File: src/rtl/pidlt_pkg.sv
package pidlt_pkg;

    // Configuration register indexes.
    typedef enum logic [3:0] {
        REG_BRIGHTNESS_TARGET = 4'd0,
        REG_SLOW_SPEED        = 4'd1,
        REG_FAST_SPEED        = 4'd2,
        REG_KP_SLOW           = 4'd3,
        REG_KD_SLOW           = 4'd4,
        REG_KP_FAST           = 4'd5,
        REG_KI_FAST           = 4'd6,
        REG_KD_FAST           = 4'd7
    } cfg_reg_t;

    localparam int CfgIndexW = 4;
    localparam int CfgDataW  = 14;
    localparam int GainW     = 14;
    localparam int SpeedW    = 7;

    // Register reset values.
    localparam logic [7:0]       RstTarget    = 8'd40;
    localparam logic [SpeedW-1:0] RstSlowSpeed = 7'd35;
    localparam logic [SpeedW-1:0] RstFastSpeed = 7'd70;
    localparam logic [GainW-1:0] RstKpSlow    = 14'd500;
    localparam logic [GainW-1:0] RstKdSlow    = 14'd2000;
    localparam logic [GainW-1:0] RstKpFast    = 14'd100;
    localparam logic [GainW-1:0] RstKiFast    = 14'd5;
    localparam logic [GainW-1:0] RstKdFast    = 14'd3000;

    // Distance thresholds of the mode schedule.
    localparam logic [11:0] LimitFastFirst  = 12'd2700;
    localparam logic [11:0] LimitFastSecond = 12'd1700;
    localparam logic [11:0] LimitFastThird  = 12'd550;
    localparam logic [8:0]  LimitSlowNormal = 9'd400;
    localparam logic [8:0]  LimitSlowFirst  = 9'd50;

    localparam logic signed [13:0] SumMax = 14'sd4095;
    localparam logic signed [13:0] SumMin = -14'sd4096;

    localparam logic signed [18:0] TurnMax  = 19'sd2047;
    localparam logic signed [18:0] TurnMin  = -19'sd2048;
    localparam logic signed [12:0] DriveMax = 13'sd2047;
    localparam logic signed [12:0] DriveMin = -13'sd2048;

    // ceil(2^37 / 1000): exact division by 1000 for dividends below 2^27.
    localparam int            RecipShift = 37;
    localparam logic [27:0]   Recip1000  = 28'd137438954;

    typedef struct packed {
        logic                err_neg;
        logic [7:0]          err_mag;
        logic                sum_neg;
        logic [12:0]         sum_mag;
        logic                diff_neg;
        logic [8:0]          diff_mag;
        logic [GainW-1:0]    kp;
        logic [GainW-1:0]    ki;
        logic [GainW-1:0]    kd;
        logic [SpeedW-1:0]   speed;
        logic                drive_valid;
        logic                encoder_reset;
        logic                done;
    } front_t;

    typedef struct packed {
        logic                err_neg;
        logic [21:0]         p_prod;
        logic                sum_neg;
        logic [26:0]         i_prod;
        logic                diff_neg;
        logic [22:0]         d_prod;
        logic [SpeedW-1:0]   speed;
        logic                drive_valid;
        logic                encoder_reset;
        logic                done;
    } prod_t;

    typedef struct packed {
        logic                err_neg;
        logic [12:0]         p_quo;
        logic                sum_neg;
        logic [16:0]         i_quo;
        logic                diff_neg;
        logic [13:0]         d_quo;
        logic [SpeedW-1:0]   speed;
        logic                drive_valid;
        logic                encoder_reset;
        logic                done;
    } quo_t;

    typedef struct packed {
        logic signed [11:0]  turn;
        logic [SpeedW-1:0]   speed;
        logic                drive_valid;
        logic                encoder_reset;
        logic                done;
    } turn_t;

endpackage

File: src/rtl/pid_line_tracer_gain_schedule.sv
// PID line tracer with a distance driven slow/fast gain schedule.
//
// Input channel: brightness and distance, one beat per control tick, taken
// when in_valid is high and in_stall is low. Output channel: one beat per
// input beat carrying left_drive, right_drive, drive_valid, encoder_reset
// and done_res, taken when out_valid is high and out_stall is low.
// Configuration: cfg_valid/cfg_ready with a register index and data; the
// port is always ready, and indexes beyond the eight configuration registers
// are ignored. Write it only while no tick is in flight.
//
// A beat may enter in every cycle while in_stall is low; the mode,
// integral and last-error state is updated as the beat is taken, and
// the three gain products, the divide by 1000 (a reciprocal multiply)
// and the saturation follow in a 5-stage pipeline.
// A stall on the output holds the result register; bubbles in the pipe
// still fill, and in_stall rises only once every stage holds a beat.
// Reset returns the registers to their defaults, slow mode, empty integral
// and an empty pipeline.
module pid_line_tracer_gain_schedule
    import pidlt_pkg::*;
#(
    parameter int INTEGRAL_WINDOW = 20
) (
    input  logic                     clk,
    input  logic                     rst_n,
    input  logic                     in_valid,
    output logic                     in_stall,
    input  logic [7:0]               brightness,
    input  logic signed [15:0]       distance,
    output logic                     out_valid,
    input  logic                     out_stall,
    output logic signed [11:0]       left_drive,
    output logic signed [11:0]       right_drive,
    output logic                     drive_valid,
    output logic                     encoder_reset,
    output logic                     done_res,
    input  logic                     cfg_valid,
    output logic                     cfg_ready,
    input  logic [CfgIndexW-1:0]     cfg_index,
    input  logic [CfgDataW-1:0]      cfg_data
);

    localparam int WinW = $clog2(INTEGRAL_WINDOW + 1);

    // Configuration registers.
    logic [7:0]        target_reg;
    logic [SpeedW-1:0] slow_speed_reg, fast_speed_reg;
    logic [GainW-1:0]  kp_slow_reg, kd_slow_reg, kp_fast_reg, ki_fast_reg, kd_fast_reg;

    // Controller state.
    logic               fast_mode_reg, fast_mode_next;
    logic               finished_reg, finished_next;
    logic [2:0]         fast_entries_reg, fast_entries_next;
    logic [2:0]         slow_entries_reg, slow_entries_next;
    logic [11:0]        fast_limit_reg, fast_limit_next;
    logic [8:0]         slow_limit_reg, slow_limit_next;
    logic signed [12:0] error_sum_reg, error_sum_next;
    logic [WinW-1:0]    window_reg, window_next;
    logic signed [8:0]  last_error_reg, last_error_next;

    // Pipeline.
    logic   v1_reg, v2_reg, v3_reg, v4_reg, out_valid_reg;
    logic   load1, load2, load3, load4, load5;
    logic   accept;
    front_t s1_reg, s1_next;
    prod_t  s2_reg, s2_next;
    quo_t   s3_reg, s3_next;
    turn_t  s4_reg, s4_next;
    logic signed [11:0] left_reg, left_next, right_reg, right_next;
    logic   drive_valid_reg, encoder_reset_reg, done_reg;

    // Front stage working values.
    logic signed [8:0]  err;
    logic signed [13:0] sum_wide;
    logic signed [12:0] sum_sat;
    logic signed [9:0]  diff;
    logic [WinW-1:0]    window_inc;
    logic [2:0]         fast_inc, slow_inc;
    logic               enc;

    // Divide stage products.
    logic [54:0] p_recip, i_recip, d_recip;

    // Turn and drive working values.
    logic signed [18:0] p_term, i_term, d_term, turn_sum;
    logic signed [12:0] left_wide, right_wide;

    assign cfg_ready = 1'b1;

    always_ff @(posedge clk or negedge rst_n)
    begin
        if (!rst_n)
        begin
            target_reg     <= RstTarget;
            slow_speed_reg <= RstSlowSpeed;
            fast_speed_reg <= RstFastSpeed;
            kp_slow_reg    <= RstKpSlow;
            kd_slow_reg    <= RstKdSlow;
            kp_fast_reg    <= RstKpFast;
            ki_fast_reg    <= RstKiFast;
            kd_fast_reg    <= RstKdFast;
        end
        else if (cfg_valid)
        begin
            case (cfg_index)
                REG_BRIGHTNESS_TARGET: target_reg     <= cfg_data[7:0];
                REG_SLOW_SPEED:        slow_speed_reg <= cfg_data[SpeedW-1:0];
                REG_FAST_SPEED:        fast_speed_reg <= cfg_data[SpeedW-1:0];
                REG_KP_SLOW:           kp_slow_reg    <= cfg_data;
                REG_KD_SLOW:           kd_slow_reg    <= cfg_data;
                REG_KP_FAST:           kp_fast_reg    <= cfg_data;
                REG_KI_FAST:           ki_fast_reg    <= cfg_data;
                REG_KD_FAST:           kd_fast_reg    <= cfg_data;
                default:               ;
            endcase
        end
    end

    // A stage takes new data when it is empty or its own content moves on.
    assign load5    = !out_valid_reg || !out_stall;
    assign load4    = !v4_reg || load5;
    assign load3    = !v3_reg || load4;
    assign load2    = !v2_reg || load3;
    assign load1    = !v1_reg || load2;
    assign in_stall = !load1;
    assign accept   = in_valid && load1;

    // Front stage: error, integral, schedule and the state update.
    always_comb
    begin
        err      = $signed({1'b0, brightness}) - $signed({1'b0, target_reg});
        sum_wide = {error_sum_reg[12], error_sum_reg} + {{5{err[8]}}, err};
        if (sum_wide > SumMax)
            sum_sat = SumMax[12:0];
        else if (sum_wide < SumMin)
            sum_sat = SumMin[12:0];
        else
            sum_sat = sum_wide[12:0];
        diff = {err[8], err} - {last_error_reg[8], last_error_reg};

        window_inc = window_reg + 1'b1;
        if (window_inc >= WinW'(INTEGRAL_WINDOW))
        begin
            window_next    = '0;
            error_sum_next = '0;
        end
        else
        begin
            window_next    = window_inc;
            error_sum_next = sum_sat;
        end

        fast_inc = (fast_entries_reg < 3'd7) ? fast_entries_reg + 3'd1 : fast_entries_reg;
        slow_inc = (slow_entries_reg < 3'd7) ? slow_entries_reg + 3'd1 : slow_entries_reg;

        fast_mode_next    = fast_mode_reg;
        finished_next     = finished_reg;
        fast_entries_next = fast_entries_reg;
        slow_entries_next = slow_entries_reg;
        fast_limit_next   = fast_limit_reg;
        slow_limit_next   = slow_limit_reg;
        enc               = 1'b0;

        if (!fast_mode_reg)
        begin
            if (distance >= $signed({7'b0, slow_limit_reg}))
            begin
                enc               = 1'b1;
                fast_mode_next    = 1'b1;
                fast_entries_next = fast_inc;
                if (fast_entries_reg != fast_inc)
                begin
                    case (fast_inc)
                        3'd2:    fast_limit_next = LimitFastSecond;
                        3'd3:    fast_limit_next = LimitFastThird;
                        3'd4:    finished_next   = 1'b1;
                        default: ;
                    endcase
                end
            end
        end
        else if (distance >= $signed({4'b0, fast_limit_reg}))
        begin
            enc               = 1'b1;
            fast_mode_next    = 1'b0;
            slow_entries_next = slow_inc;
            slow_limit_next   = LimitSlowNormal;
            // The limit drops back only on the fourth entry itself.
            if (slow_inc == 3'd4 && slow_entries_reg != slow_inc)
                slow_limit_next = LimitSlowFirst;
        end

        s1_next.drive_valid   = !enc && !finished_next;
        s1_next.encoder_reset = enc;
        s1_next.done          = finished_next;
        last_error_next       = s1_next.drive_valid ? err : last_error_reg;

        s1_next.err_neg  = err[8];
        s1_next.err_mag  = err[8] ? 8'(-err) : err[7:0];
        s1_next.sum_neg  = sum_sat[12];
        s1_next.sum_mag  = sum_sat[12] ? 13'(-sum_sat) : 13'(sum_sat);
        s1_next.diff_neg = diff[9];
        s1_next.diff_mag = diff[9] ? 9'(-diff) : diff[8:0];
        s1_next.kp       = fast_mode_reg ? kp_fast_reg : kp_slow_reg;
        s1_next.ki       = fast_mode_reg ? ki_fast_reg : '0;
        s1_next.kd       = fast_mode_reg ? kd_fast_reg : kd_slow_reg;
        s1_next.speed    = fast_mode_reg ? fast_speed_reg : slow_speed_reg;
    end

    // Gain products on magnitudes.
    always_comb
    begin
        s2_next.err_neg       = s1_reg.err_neg;
        s2_next.sum_neg       = s1_reg.sum_neg;
        s2_next.diff_neg      = s1_reg.diff_neg;
        s2_next.p_prod        = s1_reg.kp * s1_reg.err_mag;
        s2_next.i_prod        = s1_reg.ki * s1_reg.sum_mag;
        s2_next.d_prod        = s1_reg.kd * s1_reg.diff_mag;
        s2_next.speed         = s1_reg.speed;
        s2_next.drive_valid   = s1_reg.drive_valid;
        s2_next.encoder_reset = s1_reg.encoder_reset;
        s2_next.done          = s1_reg.done;
    end

    // Divide by 1000 on magnitudes, which truncates toward zero.
    always_comb
    begin
        p_recip = {5'b0, s2_reg.p_prod} * {27'b0, Recip1000};
        i_recip = 55'(s2_reg.i_prod) * 55'(Recip1000);
        d_recip = {4'b0, s2_reg.d_prod} * {27'b0, Recip1000};
        s3_next.err_neg       = s2_reg.err_neg;
        s3_next.sum_neg       = s2_reg.sum_neg;
        s3_next.diff_neg      = s2_reg.diff_neg;
        s3_next.p_quo         = p_recip[RecipShift +: 13];
        s3_next.i_quo         = i_recip[RecipShift +: 17];
        s3_next.d_quo         = d_recip[RecipShift +: 14];
        s3_next.speed         = s2_reg.speed;
        s3_next.drive_valid   = s2_reg.drive_valid;
        s3_next.encoder_reset = s2_reg.encoder_reset;
        s3_next.done          = s2_reg.done;
    end

    // Signed turn term, saturated to the drive range.
    always_comb
    begin
        p_term = $signed({6'b0, s3_reg.p_quo});
        i_term = $signed({2'b0, s3_reg.i_quo});
        d_term = $signed({5'b0, s3_reg.d_quo});
        if (s3_reg.err_neg)
            p_term = -p_term;
        if (s3_reg.sum_neg)
            i_term = -i_term;
        if (s3_reg.diff_neg)
            d_term = -d_term;
        turn_sum = p_term + i_term + d_term;
        if (turn_sum > TurnMax)
            s4_next.turn = TurnMax[11:0];
        else if (turn_sum < TurnMin)
            s4_next.turn = TurnMin[11:0];
        else
            s4_next.turn = turn_sum[11:0];
        s4_next.speed         = s3_reg.speed;
        s4_next.drive_valid   = s3_reg.drive_valid;
        s4_next.encoder_reset = s3_reg.encoder_reset;
        s4_next.done          = s3_reg.done;
    end

    // Wheel drives; both read zero on a tick that applies no drive.
    always_comb
    begin
        left_wide  = $signed({6'b0, s4_reg.speed}) + {s4_reg.turn[11], s4_reg.turn};
        right_wide = $signed({6'b0, s4_reg.speed}) - {s4_reg.turn[11], s4_reg.turn};
        if (!s4_reg.drive_valid)
            left_next = '0;
        else if (left_wide > DriveMax)
            left_next = DriveMax[11:0];
        else if (left_wide < DriveMin)
            left_next = DriveMin[11:0];
        else
            left_next = left_wide[11:0];
        if (!s4_reg.drive_valid)
            right_next = '0;
        else if (right_wide > DriveMax)
            right_next = DriveMax[11:0];
        else if (right_wide < DriveMin)
            right_next = DriveMin[11:0];
        else
            right_next = right_wide[11:0];
    end

    always_ff @(posedge clk or negedge rst_n)
    begin
        if (!rst_n)
        begin
            fast_mode_reg    <= 1'b0;
            finished_reg     <= 1'b0;
            fast_entries_reg <= '0;
            slow_entries_reg <= '0;
            fast_limit_reg   <= LimitFastFirst;
            slow_limit_reg   <= LimitSlowFirst;
            error_sum_reg    <= '0;
            window_reg       <= '0;
            last_error_reg   <= '0;
        end
        else if (accept)
        begin
            fast_mode_reg    <= fast_mode_next;
            finished_reg     <= finished_next;
            fast_entries_reg <= fast_entries_next;
            slow_entries_reg <= slow_entries_next;
            fast_limit_reg   <= fast_limit_next;
            slow_limit_reg   <= slow_limit_next;
            error_sum_reg    <= error_sum_next;
            window_reg       <= window_next;
            last_error_reg   <= last_error_next;
        end
    end

    always_ff @(posedge clk or negedge rst_n)
    begin
        if (!rst_n)
        begin
            v1_reg        <= 1'b0;
            v2_reg        <= 1'b0;
            v3_reg        <= 1'b0;
            v4_reg        <= 1'b0;
            out_valid_reg <= 1'b0;
        end
        else
        begin
            if (load1)
                v1_reg <= in_valid;
            if (load2)
                v2_reg <= v1_reg;
            if (load3)
                v3_reg <= v2_reg;
            if (load4)
                v4_reg <= v3_reg;
            if (load5)
                out_valid_reg <= v4_reg;
        end
    end

    always_ff @(posedge clk)
    begin
        if (load1)
            s1_reg <= s1_next;
        if (load2)
            s2_reg <= s2_next;
        if (load3)
            s3_reg <= s3_next;
        if (load4)
            s4_reg <= s4_next;
        if (load5)
        begin
            left_reg          <= left_next;
            right_reg         <= right_next;
            drive_valid_reg   <= s4_reg.drive_valid;
            encoder_reset_reg <= s4_reg.encoder_reset;
            done_reg          <= s4_reg.done;
        end
    end

    assign out_valid     = out_valid_reg;
    assign left_drive    = left_reg;
    assign right_drive   = right_reg;
    assign drive_valid   = drive_valid_reg;
    assign encoder_reset = encoder_reset_reg;
    assign done_res      = done_reg;

endmodule

File: config.mk
export PLATFORM = sky130hd
export DESIGN_NAME = pid_line_tracer_gain_schedule
export DESIGN_NICKNAME = d
export VERILOG_FILES = /design/src/rtl/pidlt_pkg.sv /design/src/rtl/pid_line_tracer_gain_schedule.sv
export SDC_FILE = /design/constraint.sdc
export NUM_CORES = 2
export LEC_CHECK = 0
export ABC_CLOCK_PERIOD_IN_PS = 7250
export BUFFER_PORTS_ARGS = -buffer_cell sky130_fd_sc_hd__buf_2
export CAP_MARGIN = 20
export CORE_MARGIN = 2
export CORE_UTILIZATION = 50
export DETAILED_ROUTE_END_ITERATION = 10
export PLACE_DENSITY = 0.63
export SETUP_SLACK_MARGIN = 0.1
export SYNTH_ARGS = -nofsm -noshare
export SYNTH_HDL_FRONTEND = slang
export SYNTH_SLANG_ARGS = --single-unit
File: constraint.sdc
create_clock -name clk -period 7.25 [get_ports clk]
set_input_delay 1.0875 -clock clk [delete_from_list [all_inputs] [get_ports clk]]
set_output_delay 1.0875 -clock clk [all_outputs]
set_load 0.01 [all_outputs]
## Word level (Yosys, flattened, before mapping)

Cells that the tools add are included.

- Flip-flop bits (word level): 429
- Output and inout port bits: 30
- Word-level logic and storage cells: 182
- Input port bits: 47

- Reduce and logical (&&, ||, !) cells: 33
- Bitwise logic cells: 2
- $mul: 6
- Magnitude comparators: 13
- $add $sub $neg: 16
- Multiplexer cells: 31
- Eq/ne operators: 13

Operator list:

| cell | count |
|---|---|
| 19-bit 2-to-1 mux | 3 |
| 27-bit by 27-bit multiplier with 53-bit output (second input constant) | 1 |
| 23-bit by 27-bit multiplier with 50-bit output (second input constant) | 1 |
| 22-bit by 27-bit multiplier with 49-bit output (second input constant) | 1 |
| 12-bit 2-to-1 mux | 4 |
| 13-bit 2-to-1 mux | 3 |
| 19-bit adder | 2 |
| 14-bit 2-to-1 mux | 2 |
| 14-bit by 13-bit multiplier with 27-bit output | 1 |
| 13-bit by 12-bit greater-than comparator with 1-bit output (second input constant) | 2 |
| 13-bit by 12-bit < comparator with 1-bit output (second input constant) | 2 |
| 12-bit one-hot mux with 2 select lines | 1 |
| 14-bit by 9-bit multiplier with 23-bit output | 1 |
| 14-bit by 8-bit multiplier with 22-bit output | 1 |
| 11-bit 2-to-1 mux | 2 |
| 19-bit by 12-bit greater-than comparator with 1-bit output (second input constant) | 1 |
| 19-bit by 12-bit < comparator with 1-bit output (second input constant) | 1 |
| 13-bit negation with 19-bit output | 1 |
| 14-bit negation with 19-bit output | 1 |
| 17-bit negation with 19-bit output | 1 |
| 9-bit 2-to-1 mux | 2 |
| 2-bit AND reduction | 9 |
| 4-bit by 3-bit == test with 1-bit output (second input constant) | 4 |
| 16-bit by 10-bit >= comparator with 1-bit output | 1 |
| 34 further kinds | 66 |

## Logic depth before layout (Yosys ltp)

- Depth after elaboration: 10
- Depth in mapped cells: 27
- Mapped depth without buffers: 27

## Worst setup path before layout

No wires, ideal clock.

- Kind: register -> register
- Start: register s2_reg[27] in the netlist's numbering
- End: register s3_reg[19] in the netlist's numbering (data pin)
- Setup slack: 0.586 ns
- Path buffers: 0
- Stages on the path, launching flop included: 24
- Data arrival time: 6.406 ns
- Required time: 6.992 ns
- Library setup time: 0.258 ns
- Period minus slack after synthesis: 6.664 ns
- Path through: edfxtp_1 inv_1 fa_1 inv_1 fa_1 fa_1 fa_1 fa_1 inv_1 fa_1 inv_1 fa_1 ha_1 a21o_1 a21o_1 a211oi_1 o311ai_1 o22a_1 a221o_1 o211ai_1 a21oi_1 or3_1 a21oi_1 xnor2_1

- Word-level cells in the longest chain between the ends: 1

RTL lines:

| item | RTL line | source |
|---|---|---|
| start, declared | pid_line_tracer_gain_schedule.sv:66 | `prod_t s2_reg, s2_next;` |
| start signal, assigned | pid_line_tracer_gain_schedule.sv:349 | `s2_reg <= s2_next;` |
| 23-bit by 27-bit multiplier with 50-bit output | pid_line_tracer_gain_schedule.sv:230 | `d_recip = {4'b0, s2_reg.d_prod} * {27'b0, Recip1000};` |
| via d_recip[46] | pid_line_tracer_gain_schedule.sv:82 | `logic [54:0] p_recip, i_recip, d_recip;` |
| end signal, assigned | pid_line_tracer_gain_schedule.sv:351 | `s3_reg <= s3_next;` |
| end, declared | pid_line_tracer_gain_schedule.sv:67 | `quo_t s3_reg, s3_next;` |

The timed path passes the listed nets, and every way through them passes these cells.
A chain may end at the register's enable or synchronous reset.

## Final worst setup path

- Start: register s2_reg[28] in the netlist's numbering
- End: register s3_reg[19] in the netlist's numbering (data pin)

Same word-level chain as after synthesis.

==> results_dict.tcl <==
set metrics [dict create \
    hold_start "s2_reg[8]$_DFFE_PP_" \
    grt-ovfl-total 0 \
    rows 126 \
    core_area_mm2 0.1176 \
    ant_nets 0 \
    vias_per_cell 5.230 \
    worstPathArrival_ns 7.30 \
    netlist_top_cells_area "fa_1, ha_1, edfxtp_1" \
    firstDrtPassIters 5 \
    vias 38489 \
    fin_crit_ns 6.920 \
    synth_flop_cell "edfxtp_1" \
    ctsHoldBuffers 0 \
    synth.cells.most_frequent "inv_1, ha_1, fa_1" \
    die-area_mm2 0.1209 \
    synth_seq_cells 415 \
    cp-start-kind "register" \
    synthArstFlopShare 0.3349 \
    grt_pass1_wl_um 223800 \
    finalInstanceArea_mm2 0.06403 \
    syn-cell-area_mm2 0.05908 \
    maxSlewHeadroom 0.3035 \
    synth_edf_count 276 \
    critical_path.max_stage_delay_ns 0.55 \
    syn_to_final_growth_pct 8.383 \
    worstPathMaxFanout 3 \
    worstRegToRegCells 23 \
    setup_viol_count_final 0 \
    maxCapViolCount 0 \
    synth.top_cell.area_share 0.3023 \
    met3_usage 0.02292 \
    max_slew.worst_pin.slew_ns 1.039 \
    die_x_um 347.7 \
    hold_viol_final 0 \
    start_util 0.5023 \
    grt_max_degree 72 \
    cp_cell_sequence "inv_1 > fa_1 > inv_1 > fa_1 > fa_1 > fa_1 > fa_1 > inv_1 > fa_1 > inv_1 > fa_1 > ha_4 > a21o_1 > a21o_1 > a211oi_4 > o311ai_2 > o22a_1 > a221o_1 > o211ai_1 > a21oi_2 > or3_4 > a21oi_2 > xnor2_1" \
    layout.cells.non_filler 7359 \
    synth.avg_cell_area_um2 10.54 \
    drt_wl_total_um 138000 \
    cp.required_ns 7.63 \
    timing.rr.start "s2_reg[28]$_DFFE_PP_" \
    worstHoldPathType "reg -> reg" \
    htreeDepth 2 \
    layout.nets 7723 \
    final_util 0.5444 \
    ys_warn_count 0 \
    antenna_found_initial 3 \
    ys_seq_area_frac 0.1999 \
    cts_tree "built" \
    busiest_layer "met2" \
    grt_util_all_layers 0.2355 \
    fin_tns_setup_ns 0 \
    place_area_mm2 0.06188 \
    crit_family "adder cells" \
    max_freq_mhz 144.5 \
    cts_root_buffer "clkbuf_16" \
    worstSkewPairLatency_ns 0.64 \
    ios 77 \
    rsz0062_at_grt "false" \
    place.detailed.hpwl_um 117800 \
    gp_congestion 0.9697 \
    cts_buffer_depth 3 \
    cp.buffers_inverters 4 \
    clock_skew_ns 0.04220 \
    drc_errors 0 \
    numCtsBuffers 49 \
    min_period_over_period 0.9544 \
    grt_pass1_vias 40676 \
    cp-end-kind "register" \
    hold_end "s3_reg[8]$_DFFE_PP_" \
    post_drt_wl_per_cell_um 18.75 \
    crit_path_frequent_cell "fa_1" \
    cpMaxStageDelayCell "fa_1" \
    drive_gt1_frac 0.09258 \
    slew_viol_final 0 \
    hold_depth 0 \
    synth_nets 7548 \
    dp.cells 7235 \
    cts.sinks 415 \
    worstSetupPathType "reg -> reg" \
    die_h_um 347.7 \
    r2r_slack_ns 0.33 \
    drt_iter0_drc 1857 \
    reg2reg_to "s3_reg[19]$_DFFE_PP_" \
    synth.most_common_cell "inv_1" \
    place.port_buffers 75 \
    clkTransAtPathRegs_ns 0.06 \
    grtUsageMet1 0.3410 \
    status "finished clean" \
    use_met2 0.3895 \
    syn_inst 5606 \
    yosysTopAreaCell "fa_1" \
    synth.distinct_cells 81 \
]
## metal layers
metal / share of wire / vias up
met5: 0.00013 / -
met4: 0.017 / 2
met3: 0.042 / 131
met2: 0.47 / 689
met1: 0.47 / 19421
li1: - / 18246
## cells in the final DEF (no fill, tap or decap), drive strengths merged, types with 58 or more instances in the layout
cell    instances
clkbuf         59
fa            892
xnor2         124
a21oi         151
edfxtp        276
ha           1003
buf           215
dfrtp         104
o21ai         155
inv          1339
xor2           58
nand2         401
mux2          132
nor2          150
and2          190
## kinds of logic after synthesis
kind of cell / count (synthesis) / synth area share
fa+ha+maj: 1897 / 0.5150
buf+inv: 1422 / 0.09069
simple gates: 999 / 0.08139
compound gates: 555 / 0.06028
flops: 415 / 0.1999
xor+xnor: 182 / 0.02698
mux: 135 / 0.02567
other cells: 1 / 0.00006348
## through the flow
step	hold WS, ns	setup slack (ns)
2_1_floorplan	0.4003	0.5857
3_3_place_gp	0.4018	0.1153
3_5_place_dp	0.4045	0.01744
4_1_cts	0.4063	0.1006
5_1_grt	0.4175	0.07519
6_report	0.3984	0.3303
## cell type report
cell class	instances	area, um2
antenna	1	2.502
timing repair buffer	215	1436
clock buffer	59	1314
sequential	415	11810
tap	1536	1922
fill	10368	53580
multi-input combinational	3769	42170
clock inverter	33	377.9
inverter	1331	4996
## worst max-delay path by stage
stage / start / end / slack (ns) / cells after the start
6_report: s2_reg[28]$_DFFE_PP_ / s3_reg[19]$_DFFE_PP_ / 0.33 / 23
5_1_grt: s2_reg[80]$_DFFE_PP_ / s3_reg[54]$_DFFE_PP_ / 0.08 / 23
4_1_cts: s2_reg[56]$_DFFE_PP_ / s3_reg[41]$_DFFE_PP_ / 0.10 / 23
3_5_place_dp: s2_reg[49]$_DFFE_PP_ / s3_reg[39]$_DFFE_PP_ / 0.02 / 22
3_3_place_gp: s2_reg[57]$_DFFE_PP_ / s3_reg[41]$_DFFE_PP_ / 0.12 / 22
2_1_floorplan: s2_reg[27]$_DFFE_PP_ / s3_reg[19]$_DFFE_PP_ / 0.59 / 23
## worst reg2reg max path, delay by kind of cell (launching register included)
| family | cells | cell delay [ns] |
|---|---|---|
| XOR/XNOR | 1 | 0.07 |
| flip-flops | 1 | 0.38 |
| buffers and inverters | 4 | 0.24 |
| AO/OA/AOI/OAI | 9 | 1.87 |
| AND/OR/NAND/NOR | 1 | 0.39 |
| adder cells (fa/ha/maj) | 8 | 3.73 |
## timing repair
item / CTS / global route
gates resized for setup: 2 / 32
setup endpoints to repair: 6 / 15
buffers inserted: 5 / 26
pin swaps: 1 / 7
Power is not shown: default switching activity piles up to over one toggle a cycle in this logic, so the estimate is an artifact.
